<file path="src/sv/svie_pkg.sv">
// ----------------------------------------------------------------------------
// svie_pkg
// opcodes, error bits and shared types of the stack machine executor
// ----------------------------------------------------------------------------
package svie_pkg;

   typedef enum logic [4:0] {
      OP_ADD     = 5'd0,
      OP_SUB     = 5'd1,
      OP_MUL     = 5'd2,
      OP_DIV     = 5'd3,
      OP_REM     = 5'd4,
      OP_EQ      = 5'd5,
      OP_NE      = 5'd6,
      OP_GT      = 5'd7,
      OP_LT      = 5'd8,
      OP_LOAD    = 5'd9,
      OP_STORE   = 5'd10,
      OP_JMP     = 5'd11,
      OP_JMPF    = 5'd12,
      OP_PRINT   = 5'd13,
      OP_PRINTLN = 5'd14,
      OP_READ    = 5'd15,
      OP_AUXPUSH = 5'd16,
      OP_AUXPOP  = 5'd17,
      OP_CONST   = 5'd18,
      OP_INIT    = 5'd19,
      OP_RESTART = 5'd20
   } opcode_type;

   localparam int ERR_UNDER   = 0;
   localparam int ERR_INDEX   = 1;
   localparam int ERR_OVER    = 2;
   localparam int ERR_UNKNOWN = 3;
   localparam int ERR_DIVZERO = 4;

   // request to the divider
   typedef struct packed {
      logic start;
      logic is_rem;
   } div_ctl_type;

endpackage

</file>
<file path="src/sv/svie_divider.sv">
// ----------------------------------------------------------------------------
// svie_divider
// restoring signed divider, one quotient bit per cycle
// ----------------------------------------------------------------------------
module svie_divider import svie_pkg::*; #(
   parameter int DATA_WIDTH = 32
) (
   input  logic                  clock,
   input  logic                  reset,
   input  div_ctl_type           ctl,
   input  logic [DATA_WIDTH-1:0] dividend,
   input  logic [DATA_WIDTH-1:0] divisor,
   output logic                  done,
   output logic [DATA_WIDTH-1:0] result
);

   localparam int CW = $clog2(DATA_WIDTH + 1);

   logic                  busy_ff, busy_in;
   logic [CW-1:0]         cnt_ff, cnt_in;
   logic [DATA_WIDTH-1:0] quo_ff, quo_in;
   logic [DATA_WIDTH-1:0] rem_ff, rem_in;
   logic [DATA_WIDTH-1:0] dvs_ff, dvs_in;
   logic                  qneg_ff, qneg_in, rneg_ff, rneg_in, isrem_ff, isrem_in;
   logic                  done_ff, done_in;
   logic [DATA_WIDTH-1:0] res_ff, res_in;
   logic [DATA_WIDTH:0]   trial;
   logic [DATA_WIDTH:0]   shifted;

   always_comb begin
      busy_in  = busy_ff;
      cnt_in   = cnt_ff;
      quo_in   = quo_ff;
      rem_in   = rem_ff;
      dvs_in   = dvs_ff;
      qneg_in  = qneg_ff;
      rneg_in  = rneg_ff;
      isrem_in = isrem_ff;
      done_in  = 1'b0;
      res_in   = res_ff;
      shifted  = {rem_ff, quo_ff[DATA_WIDTH-1]};
      trial    = shifted - {1'b0, dvs_ff};
      if (ctl.start) begin
         busy_in  = 1'b1;
         cnt_in   = CW'(DATA_WIDTH);
         quo_in   = dividend[DATA_WIDTH-1] ? -dividend : dividend;
         dvs_in   = divisor[DATA_WIDTH-1] ? -divisor : divisor;
         rem_in   = '0;
         qneg_in  = dividend[DATA_WIDTH-1] ^ divisor[DATA_WIDTH-1];
         rneg_in  = dividend[DATA_WIDTH-1];
         isrem_in = ctl.is_rem;
      end else if (busy_ff) begin
         if (!trial[DATA_WIDTH]) begin
            rem_in = trial[DATA_WIDTH-1:0];
            quo_in = {quo_ff[DATA_WIDTH-2:0], 1'b1};
         end else begin
            rem_in = shifted[DATA_WIDTH-1:0];
            quo_in = {quo_ff[DATA_WIDTH-2:0], 1'b0};
         end
         cnt_in = cnt_ff - CW'(1);
         if (cnt_ff == CW'(1)) begin
            busy_in = 1'b0;
            done_in = 1'b1;
            if (isrem_ff) res_in = rneg_ff ? -rem_in : rem_in;
            else          res_in = qneg_ff ? -quo_in : quo_in;
         end
      end
   end

   always_ff @(posedge clock) begin
      if (reset) begin
         busy_ff <= 1'b0;
         done_ff <= 1'b0;
         cnt_ff  <= '0;
      end else begin
         busy_ff <= busy_in;
         done_ff <= done_in;
         cnt_ff  <= cnt_in;
      end
      quo_ff   <= quo_in;
      rem_ff   <= rem_in;
      dvs_ff   <= dvs_in;
      qneg_ff  <= qneg_in;
      rneg_ff  <= rneg_in;
      isrem_ff <= isrem_in;
      res_ff   <= res_in;
   end

   assign done   = done_ff;
   assign result = res_ff;

endmodule

</file>
<file path="config.mk">
export PLATFORM = sky130hd
export DESIGN_NAME = svie_divider
export DESIGN_NICKNAME = d
export VERILOG_FILES = /design/src/sv/svie_pkg.sv /design/src/sv/svie_divider.sv
export SDC_FILE = /design/constraint.sdc
export NUM_CORES = 1
export LEC_CHECK = 0
export BUFFER_PORTS_ARGS = -buffer_cell sky130_fd_sc_hd__buf_4
export CAP_MARGIN = 25
export CORE_ASPECT_RATIO = 0.9
export CORE_MARGIN = 3
export CORE_UTILIZATION = 60
export CTS_BUF_LIST = sky130_fd_sc_hd__clkbuf_8
export CTS_CLUSTER_DIAMETER = 50
export DETAILED_ROUTE_END_ITERATION = 7
export PLACE_DENSITY = 0.92
export SYNTH_ARGS = -nofsm -noshare
export SYNTH_HDL_FRONTEND = slang
export SYNTH_SLANG_ARGS = --single-unit
</file>
<file path="constraint.sdc">
create_clock -name clock -period 6.2 [get_ports clock]
set_input_delay 0.31 -clock clock [delete_from_list [all_inputs] [get_ports clock]]
set_output_delay 0.31 -clock clock [all_outputs]
set_load 0.05 [all_outputs]
</file>
# --- After elaboration in Yosys (flattened, before gate mapping) ---
# Index checks and enable logic that the tools add are counted.
classes:
  add_sub_neg: 6
  eq_ne: 1
  mux: 19
  n_bitwise: 3
  n_reduce_logical: 4
ops:
  columns: ["cell", "n"]
  rows:
  - ["$mux W32", 11]
  - ["$neg A32 Y32", 4]
  - ["$sub A33 B32 Y33", 1]
  - ["$mux W31", 1]
  - ["$mux W6", 2]
  - ["$eq A6 B1 Y1 const B", 1]
  - ["$sub A6 B1 Y6 const B", 1]
  - ["$mux W1", 5]
  - ["$reduce_and A3 Y1", 1]
  - ["$reduce_or A3 Y1", 1]
  - ["$not A1 Y1", 2]
  - ["$reduce_bool A2 Y1", 1]
  - ["$reduce_or A2 Y1", 1]
  - ["$xor A1 B1 Y1", 1]
totals:
  regBits: 139
  output_inout_bits: 33
  word_cells: 45

# --- Longest topological paths before layout ---
# Gate-level depths: netlist of run 1.
logic_depth:
  ltp_word: 7
  mapped_depth: 21
  mapped_depth_nobuf: 19

# --- Least setup slack after synthesis of run 1 ---
# OpenSTA, ideal clock, no wires.
synth_path:
  path_type: "register to register"
  from: "register quo_ff[31]"
  to: "register res_ff[28] (netlist: result[28]), data pin"
  setup_ns: 0.270
  arrival_time_ns: 4.275
  t_required_ns: 5.930
  setup_slack_ns: 1.654
  stages_incl_launch_ff: 22
  path_buffers: 2
  period_less_slack_ns: 4.546
  path_cell_list: "edfxtp_1 > inv_1 > ha_1 > fa_1 > nand2b_1 > a21o_1 > a21oi_2 > nand3_1 > a21oi_1 > a211oi_4 > inv_1 > clkbuf_1 > clkbuf_1 > ha_1 > nand2b_1 > nand2b_1 > or3_1 > or2_2 > o31ai_1 > xnor2_1 > nor2_1 > a21oi_1"
synth_via:
  elab_chain_len: 7
  elab_cells_between_ends: 12
synth_rtl:
  columns: ["element", "line", "text"]
  rows:
  - ["from (decl)", "svie_divider.sv:21", "logic [DATA_WIDTH-1:0] quo_ff, quo_in;"]
  - ["from (signal assigned)", "svie_divider.sv:80", "quo_ff <= quo_in;"]
  - ["$sub A33 B32 Y33", "svie_divider.sv:42", "trial = shifted - {1'b0, dvs_ff};"]
  - ["$mux W1 / $mux W32 (equally long branches)", "svie_divider.sv:53", "if (!trial[DATA_WIDTH]) begin"]
  - ["$mux W32", "svie_divider.sv:52", "end else if (busy_ff) begin"]
  - ["$mux W32", "svie_divider.sv:43", "if (ctl.start) begin"]
  - ["$neg A32 Y32 (on tied branches)", "svie_divider.sv:65, svie_divider.sv:64", null]
  - ["$mux W32 (on tied branches)", "svie_divider.sv:65, svie_divider.sv:64", null]
  - ["$mux W32 (*)", "svie_divider.sv:64", "if (isrem_ff) res_in = rneg_ff ? -rem_in : rem_in;"]
  - ["to (signal assigned)", "svie_divider.sv:86", "res_ff <= res_in;"]
  - ["to (decl)", "svie_divider.sv:26", "logic [DATA_WIDTH-1:0] res_ff, res_in;"]
# Mark *: on every way between the ends. The rest lies on a longest branch, timed or not. The select of a mux whose other input is x is not followed.
# A chain may end at the register's enable or synchronous reset.

# --- Worst setup path in the final report of run 1 ---
layout_path:
  from: "register quo_ff[31]"
  to: "register res_ff[26] (netlist: result[26]), data pin"
# The elaborated chain is that of the path after synthesis.

==> flow_metrics.env, run 1 <==
export IMPL_status="completed"
export IMPL_syn_area_sq_um=10500
export IMPL_power_density_nw_per_um2=269
export IMPL_max_slew_margin_pct=32.8
export IMPL_clock_latency_ps=470
export IMPL_rsz0062_at_grt="no"
export IMPL_vias=9551
export IMPL_r2r_start="quo_ff[31]$_DFFE_PP_"
export IMPL_cts_setup_buffers=0
export IMPL_cts_tree="done"
export IMPL_synth_most_common_cell="nor2_1"
export IMPL_drive_above_1_share_pct=13.8
export IMPL_rows=45
export IMPL_ios=101
export IMPL_gr_total_overflow=0
export IMPL_synth_edf_count=99
export IMPL_worst_pin_slew_ps=1010
export IMPL_grt_first_pass_wirelength_um=44400
export IMPL_slew_violations=0
export IMPL_cts_hold_buf=0
export IMPL_worstPathMaxFanout=22
export IMPL_totalWireLength_um=27400
export IMPL_grt_max_degree=66
export IMPL_die_area_sq_um=19200
export IMPL_drtPass1Iterations=6
export IMPL_ys_seq_area_share_pct=35.8
export IMPL_crit_path_end="result[26]$_DFFE_PP_"
export IMPL_path_class="reg -> reg"
export IMPL_synth_main_ff_cell="edfxtp_1"
export IMPL_timing_hold_ws_ps=68.8
export IMPL_finalCritPeriodShare_pct=82.2
export IMPL_synth_async_sr_flop_share_pct=0
export IMPL_fin_util_pct=69.9
export IMPL_finalNonFillerCells=1514
export IMPL_start_util_pct=61.8
export IMPL_synth_top_cell_area_share_pct=28.2
export IMPL_crit_required_ps=6420
export IMPL_synth_seq_cells=139
export IMPL_skew_ps=13.9
export IMPL_cts_num_sinks=139
export IMPL_path_clk_slew_ps=80
export IMPL_synth_area_leaders="edfxtp_1 28%, dfxtp_1 7.6%, xnor2_1 7.1%"
export IMPL_dp_cells=1480
export IMPL_detail_route_iter0_violations=978
export IMPL_startpoint_type="flip-flop"
export IMPL_cts_root_buf="clkbuf_8"
export IMPL_die_width_um=146
export IMPL_power_total_mw=3.21
export IMPL_syn_nets=1303
export IMPL_synth_largest_area_cell="edfxtp_1"
export IMPL_ys_types=69
export IMPL_core_sq_um=17100
export IMPL_cts_max_path_buffers=2
export IMPL_ff2ff_path_depth=19
export IMPL_min_period_ps=5100
export IMPL_synth_cells=1196
export IMPL_grt_pass1_vias=8949
export IMPL_setup_tns_final_ps=0
export IMPL_grt_total_usage_pct=28.0
export IMPL_gp_congestion=0.914
export IMPL_drc=0
export IMPL_ys_warn_count=0
export IMPL_avgSynthCellArea_sq_um=8.82
export IMPL_final_setup_viol_count=0
export IMPL_worstPathArrival_ps=5310
export IMPL_netlist_top_cells_count="128 x nor2_1, 104 x a21oi_1, 99 x edfxtp_1"
export IMPL_cts_max_level=4
export IMPL_antenna_found_initial=0
export IMPL_r2r_slack_ps=1100
export IMPL_io_buffers=100
export IMPL_cp_startpoint="quo_ff[31]$_DFFE_PP_"
export IMPL_fin_nets=1373
export IMPL_irDropWorstVdd_mv=0.163
export IMPL_hold_viol=0
export IMPL_cts_buffers=17
export IMPL_antenna_left=0
export IMPL_hold_path_class="in -> reg"
export IMPL_end_kind="flip-flop"
export IMPL_die_h_um=132
export IMPL_fmax_ghz=0.196
export IMPL_drv_cap=0
export IMPL_cts_resized=0
export IMPL_avgRoutedWirePerCell_um=18.1
export IMPL_r2r_end="result[26]$_DFFE_PP_"
export IMPL_hpwl_um=19900
export IMPL_p_leak_nw=4.49
export IMPL_n_antenna_cell=0
export IMPL_drt_vias_per_instance=6.31
export IMPL_area_growth_pct=13.0
-- worst max-delay path, cell delays in order (launching register included) --
cell,delay [ps]
edfxtp_1,370
inv_1,60
ha_1,230
fa_1,410
nand2b_1,200
a21o_1,200
a21oi_2,260
nand3_1,170
a21oi_1,270
a211oi_4,70
inv_1,570
ha_1,290
nand2b_1,130
nand2b_1,200
or3_1,430
or2_2,340
nand2_1,90
xnor2_1,130
nor2_1,50
a2111oi_0,380
-- how the worst min path moves through the flow --
| stage | from | cells past startpoint | end |
|---|---|---|---|
| 2_1_floorplan | divisor[0] | 0 | dvs_ff[0]$_DFFE_PP_ |
| 3_3_place_gp | cnt_ff[1]$_SDFFE_PP0P_ | 2 | cnt_ff[1]$_SDFFE_PP0P_ |
| 3_5_place_dp | cnt_ff[1]$_SDFFE_PP0P_ | 2 | cnt_ff[1]$_SDFFE_PP0P_ |
| 4_1_cts | ctl[0] | 1 | isrem_ff$_DFFE_PP_ |
| 5_1_grt | divisor[0] | 1 | dvs_ff[0]$_DFFE_PP_ |
| 6_report | divisor[0] | 1 | dvs_ff[0]$_DFFE_PP_ |
-- layer usage --
metal	vias up	global-route usage, %	part of all wire, %
li1	4559	-	-
met4	0	8.23	2.2
met3	63	6.43	7.3
met5	-	0	0
met1	4491	36.8	42
met2	438	46.5	48
-- kinds of logic after synthesis --
kind of cell             count (synthesis)  synth area share (%)
AND/OR/NAND/NOR                        388                  18.4
AO/OA/AOI/OAI                          335                  20.9
XOR/XNOR                               141                  11.7
flip-flops                             139                  35.8
buffers and inverters                  106                  3.92
multiplexers                            48                  4.64
adder cells (fa/ha/maj)                 39                  4.70
-- flip-flops by register name, indices dropped and copies added, names as in the netlist --
signal	count
isrem_ff	1
cnt_ff	6
result	32
quo_ff	32
rneg_ff	1
busy_ff	1
qneg_ff	1
done	1
rem_ff	32
dvs_ff	32
-- final cells by class --
cell class | instances | area [sq um]
fillers | 1300 | 5140
inverters | 48 | 180
multi-input cells | 951 | 6360
clock inverters | 12 | 218
well taps | 235 | 294
repair buffers | 109 | 818
flip-flops and latches | 139 | 3770
clock buffers | 20 | 275
-- per-stage QoR --
stage / area (sq um) / setup WS (ps)
floorplan: 10500 / 1650
global placement: 11400 / 1470
detailed placement: 11400 / 1130
CTS: 11900 / 1170
global route: 11900 / 805
finish: 11900 / 1100
-- power by group --
group	switching (mW)	internal, mW	total (mW)
Clock	0.368	0.549	0.917
Sequential	0.0804	1.10	1.18
Combinational	0.669	0.440	1.11
Total	1.12	2.09	3.21
-- cells in the final DEF (no fill, tap or decap), drive strengths merged, types with 4 or more instances in the layout --
| master | n |
|---|---|
| inv | 48 |
| nand2 | 84 |
| o41ai | 15 |
| a41oi | 5 |
| a31oi | 8 |
| bufinv | 6 |
| edfxtp | 99 |
| and4 | 5 |
| nor2b | 8 |
| o31ai | 29 |
| nor3 | 30 |
| or2 | 12 |
| clkbuf | 20 |
| a211oi | 36 |
| a2111oi | 7 |
| a21o | 16 |
| nand2b | 22 |
| o211ai | 10 |
| buf | 108 |
| mux2 | 7 |
| clkinv | 5 |
| o21ai | 63 |
| dfxtp | 40 |
| nor2 | 128 |
| xnor2 | 86 |
| nor4 | 12 |
| mux2i | 41 |
| xor2 | 55 |
| a21boi | 4 |
| or4 | 21 |
| ha | 38 |
| o21a | 9 |
| or3 | 22 |
| nand3 | 12 |
| and2 | 7 |
| nand4 | 11 |
| a21oi | 105 |
| o31a | 4 |
| and3 | 5 |
Power figures use the tool's default switching activity.
==> run 2, diff against run 1 <==
--- a/config.mk
+++ b/config.mk
@@ -5,15 +5,16 @@
 export SDC_FILE = /design/constraint.sdc
 export NUM_CORES = 1
 export LEC_CHECK = 0
+export ABC_AREA = 1
 export BUFFER_PORTS_ARGS = -buffer_cell sky130_fd_sc_hd__buf_4
 export CAP_MARGIN = 25
 export CORE_ASPECT_RATIO = 0.9
 export CORE_MARGIN = 3
-export CORE_UTILIZATION = 60
+export CORE_UTILIZATION = 57
 export CTS_BUF_LIST = sky130_fd_sc_hd__clkbuf_8
 export CTS_CLUSTER_DIAMETER = 50
 export DETAILED_ROUTE_END_ITERATION = 7
-export PLACE_DENSITY = 0.92
+export PLACE_DENSITY = 0.91
 export SYNTH_ARGS = -nofsm -noshare
 export SYNTH_HDL_FRONTEND = slang
 export SYNTH_SLANG_ARGS = --single-unit
==> constraint.sdc (replaced) <==
create_clock -name clock -period 4.18 [get_ports clock]
set_input_delay 0.209 -clock clock [delete_from_list [all_inputs] [get_ports clock]]
set_output_delay 0.209 -clock clock [all_outputs]
set_load 0.05 [all_outputs]
==> run 2 against run 1 <==
The flow now finishes with violations (design-rule violations). Power grew 9.4%. Clock skew is 1.5 ps higher. Routed wire length rose by 18%. Critical path type unchanged. Largest power group unchanged. Combinational power shrank 30%.
==> flow_metrics.env, run 2 <==
export IMPL_drt_vias_per_instance=5.65
export IMPL_path_clk_slew_ps=90
export IMPL_synth_most_common_cell="nand2_1"
export IMPL_synthAdderAreaFrac_pct=4.47
export IMPL_synth_top_cell_area_share_pct=26.8
export IMPL_worstPathArrival_ps=4220
export IMPL_violations="design-rule violations"
export IMPL_ys_warn_count=0
export IMPL_fin_area_sq_um=12800
export IMPL_synth_area_leaders="edfxtp_1 27%, nand2_1 18%, inv_1 8.4%"
export IMPL_core_sq_um=18800
export IMPL_synth_mux_area_share_pct=0
export IMPL_cts_tree="done"
export IMPL_worstPathMaxFanout=6
export IMPL_skew_ps=15.4
export IMPL_vias=11600
export IMPL_die_width_um=153
export IMPL_irDropWorstVdd_mv=0.374
export IMPL_cp_num_buf_inv=2
export IMPL_synth_xor_xnor_area_share_pct=6.40
export IMPL_avgRoutedWirePerCell_um=15.8
export IMPL_finalNonFillerCells=2048
export IMPL_synth_edf_count=99
export IMPL_dp_cells=2003
export IMPL_ff2ff_path_depth=24
export IMPL_final_cell_mix="524 x nand2_1, 248 x inv_1, 160 x nor2_1"
export IMPL_gr_total_overflow=0
export IMPL_final_common_cell="nand2_1"
export IMPL_io_buffers=100
export IMPL_totalWireLength_um=32300
export IMPL_power_density_nw_per_um2=275
export IMPL_cpPeakStageDelay_ps=340
export IMPL_startpoint_type="flip-flop"
export IMPL_synth_top_family_by_area="simple AND/OR/NAND/NOR gates"
export IMPL_avgSynthCellArea_sq_um=6.64
export IMPL_syn_area_sq_um=11100
export IMPL_hold_path_class="in -> reg"
export IMPL_cts_max_level=4
export IMPL_synth_cells=1671
export IMPL_ios=101
export IMPL_die_area_sq_um=21200
export IMPL_fin_nets=1897
export IMPL_grt_first_pass_wirelength_um=51200
export IMPL_min_delay_path_depth=2
export IMPL_place_area_sq_um=12200
export IMPL_min_period_ps=4010
export IMPL_max_slew_margin_pct=44.5
export IMPL_grt_max_degree=65
export IMPL_rows=47
export IMPL_synth_async_sr_flop_share_pct=0
export IMPL_hold_viol=0
export IMPL_setup_tns_final_ps=0
export IMPL_clock_latency_ps=470
export IMPL_cp_top_family="simple AND/OR/NAND/NOR gates"
export IMPL_cts_buffers=17
export IMPL_final_setup_viol_count=0
export IMPL_synth_largest_area_cell="edfxtp_1"
export IMPL_end_kind="flip-flop"
export IMPL_detail_route_iter0_violations=1418
export IMPL_drv_cap=0
export IMPL_worst_pin_slew_ps=833
export IMPL_cts_max_path_buffers=2
export IMPL_ys_seq_area_share_pct=34.0
export IMPL_n_antenna_cell=0
export IMPL_netlist_top_cells_count="526 x nand2_1, 248 x inv_1, 163 x nor2_1"
export IMPL_area_growth_pct=15.1
export IMPL_slew_violations=0
export IMPL_grt_total_usage_pct=29.3
export IMPL_hpwl_um=24600
export IMPL_status="finished, violations left"
export IMPL_synth_compound_area_share_pct=11.8
export IMPL_gp_congestion=0.977
export IMPL_setup_slack_ps=174
export IMPL_drtPass1Iterations=8
export IMPL_drc=2
export IMPL_drive_above_1_share_pct=11.6
export IMPL_cts_num_sinks=139
export IMPL_synth_simple_gate_area_share_pct=33.2
export IMPL_syn_nets=1778
export IMPL_die_h_um=138
export IMPL_start_util_pct=59.1
export IMPL_r2r_end="result[30]$_DFFE_PP_"
export IMPL_antenna_left=0
export IMPL_r2r_slack_ps=170
export IMPL_antenna_found_initial=1
export IMPL_p_leak_nw=6.56
export IMPL_fmax_ghz=0.250
export IMPL_finalCritPeriodShare_pct=95.8
export IMPL_crit_slowest_cell="ha_1"
export IMPL_synth_main_ff_cell="edfxtp_1"
export IMPL_dp_slack_ps=-127
export IMPL_power_total_mw=3.51
export IMPL_hold_end="dvs_ff[9]$_DFFE_PP_"
export IMPL_grt_pass1_vias=10500
export IMPL_path_class="reg -> reg"
export IMPL_ys_types=45
export IMPL_min_from="divisor[9]"
export IMPL_r2r_start="dvs_ff[27]$_DFFE_PP_"
export IMPL_crit_required_ps=4400
export IMPL_cp_cell_sequence="inv_1 -> ha_1 -> nand2_1 -> nor2_2 -> nor3b_4 -> and2_4 -> nand2_4 -> nand2_4 -> nand2_4 -> nand2_4 -> ha_4 -> nand3_2 -> nor3_4 -> nand3_2 -> nor3_4 -> nand2_1 -> inv_2 -> nand2_1 -> o21ai_2 -> o21ai_2 -> o21bai_1 -> or2_2 -> nand3_1 -> nand2_1"
export IMPL_synth_seq_cells=139
export IMPL_cts_root_buf="clkbuf_8"
[run 2: repair_timing]
item / 4_1_cts / 5_1_grt
pin swaps: 3 / 8
hold endpoints to repair: 3 / 0
setup buffers: 5 / 5
setup endpoints to repair: 2 / 12
hold buffers: 3 / 0
gates resized for setup: 6 / 21
[run 2: layout make-up]
class                   count  area (sq um)
multi-input cells        1240          6310
fillers                  1602          5990
flip-flops and latches    139          3770
repair buffers            142          1080
inverters                 250           938
well taps                 245           307
clock buffers              17           234
clock inverters            15           126
[run 2: metrics by stage]
| step | util [%] | hold slack, ps |
|---|---|---|
| global route | 68.1 | 33.7 |
| global placement | 65.0 | 387 |
| detailed placement | 65.0 | 394 |
| floorplan | - | 288 |
| CTS | 67.4 | 27.5 |
| finish | 68.1 | 40.4 |
[run 2: worst max path at each step]
| stage | from | endpoint | slack [ps] | cells past startpoint |
|---|---|---|---|---|
| floorplan | quo_ff[31]$_DFFE_PP_ | result[30]$_DFFE_PP_ | 70 | 29 |
| global placement | dvs_ff[27]$_DFFE_PP_ | result[30]$_DFFE_PP_ | 80 | 24 |
| detailed placement | quo_ff[31]$_DFFE_PP_ | result[30]$_DFFE_PP_ | -130 | 28 |
| CTS | quo_ff[31]$_DFFE_PP_ | result[30]$_DFFE_PP_ | 10 | 28 |
| global route | quo_ff[31]$_DFFE_PP_ | result[30]$_DFFE_PP_ | -70 | 28 |
| finish | dvs_ff[27]$_DFFE_PP_ | result[30]$_DFFE_PP_ | 170 | 24 |
[run 2: logic make-up after synthesis]
kind of cell,Yosys count
adder cells (fa/ha/maj),39
buffers and inverters,292
AO/OA/AOI/OAI,232
AND/OR/NAND/NOR,888
XOR/XNOR,81
flip-flops,139
[run 2: layer usage]
layer	up-vias	GRT usage [%]	part of all wire, %
met1	5210	40.2	42
met5	-	0	0
met2	596	48.7	47
met3	105	4.56	8.2
met4	0	7.78	3.3
li1	5661	-	-
[run 2: report_power, final]
group	switching [mW]	internal, mW	total, mW
clock	0.595	0.468	1.06
sequential	0.0740	1.59	1.66
combinational	0.495	0.287	0.782
total	1.16	2.34	3.51
[run 2: worst register-to-register path, cell delays in order, from the launching register on]
cell      delay [ps]
edfxtp_1         330
inv_1             50
ha_1             340
nand2_1          130
nor2_2           180
nor3b_4          260
and2_4           210
nand2_4           70
nand2_4           80
nand2_4           80
nand2_4          110
ha_4             140
nand3_2          110
nor3_4           170
nand3_2          150
nor3_4           180
nand2_1          120
inv_2             70
nand2_1           80
o21ai_2          200
o21ai_2           80
o21bai_1         190
or2_2            300
nand3_1           60
nand2_1           80
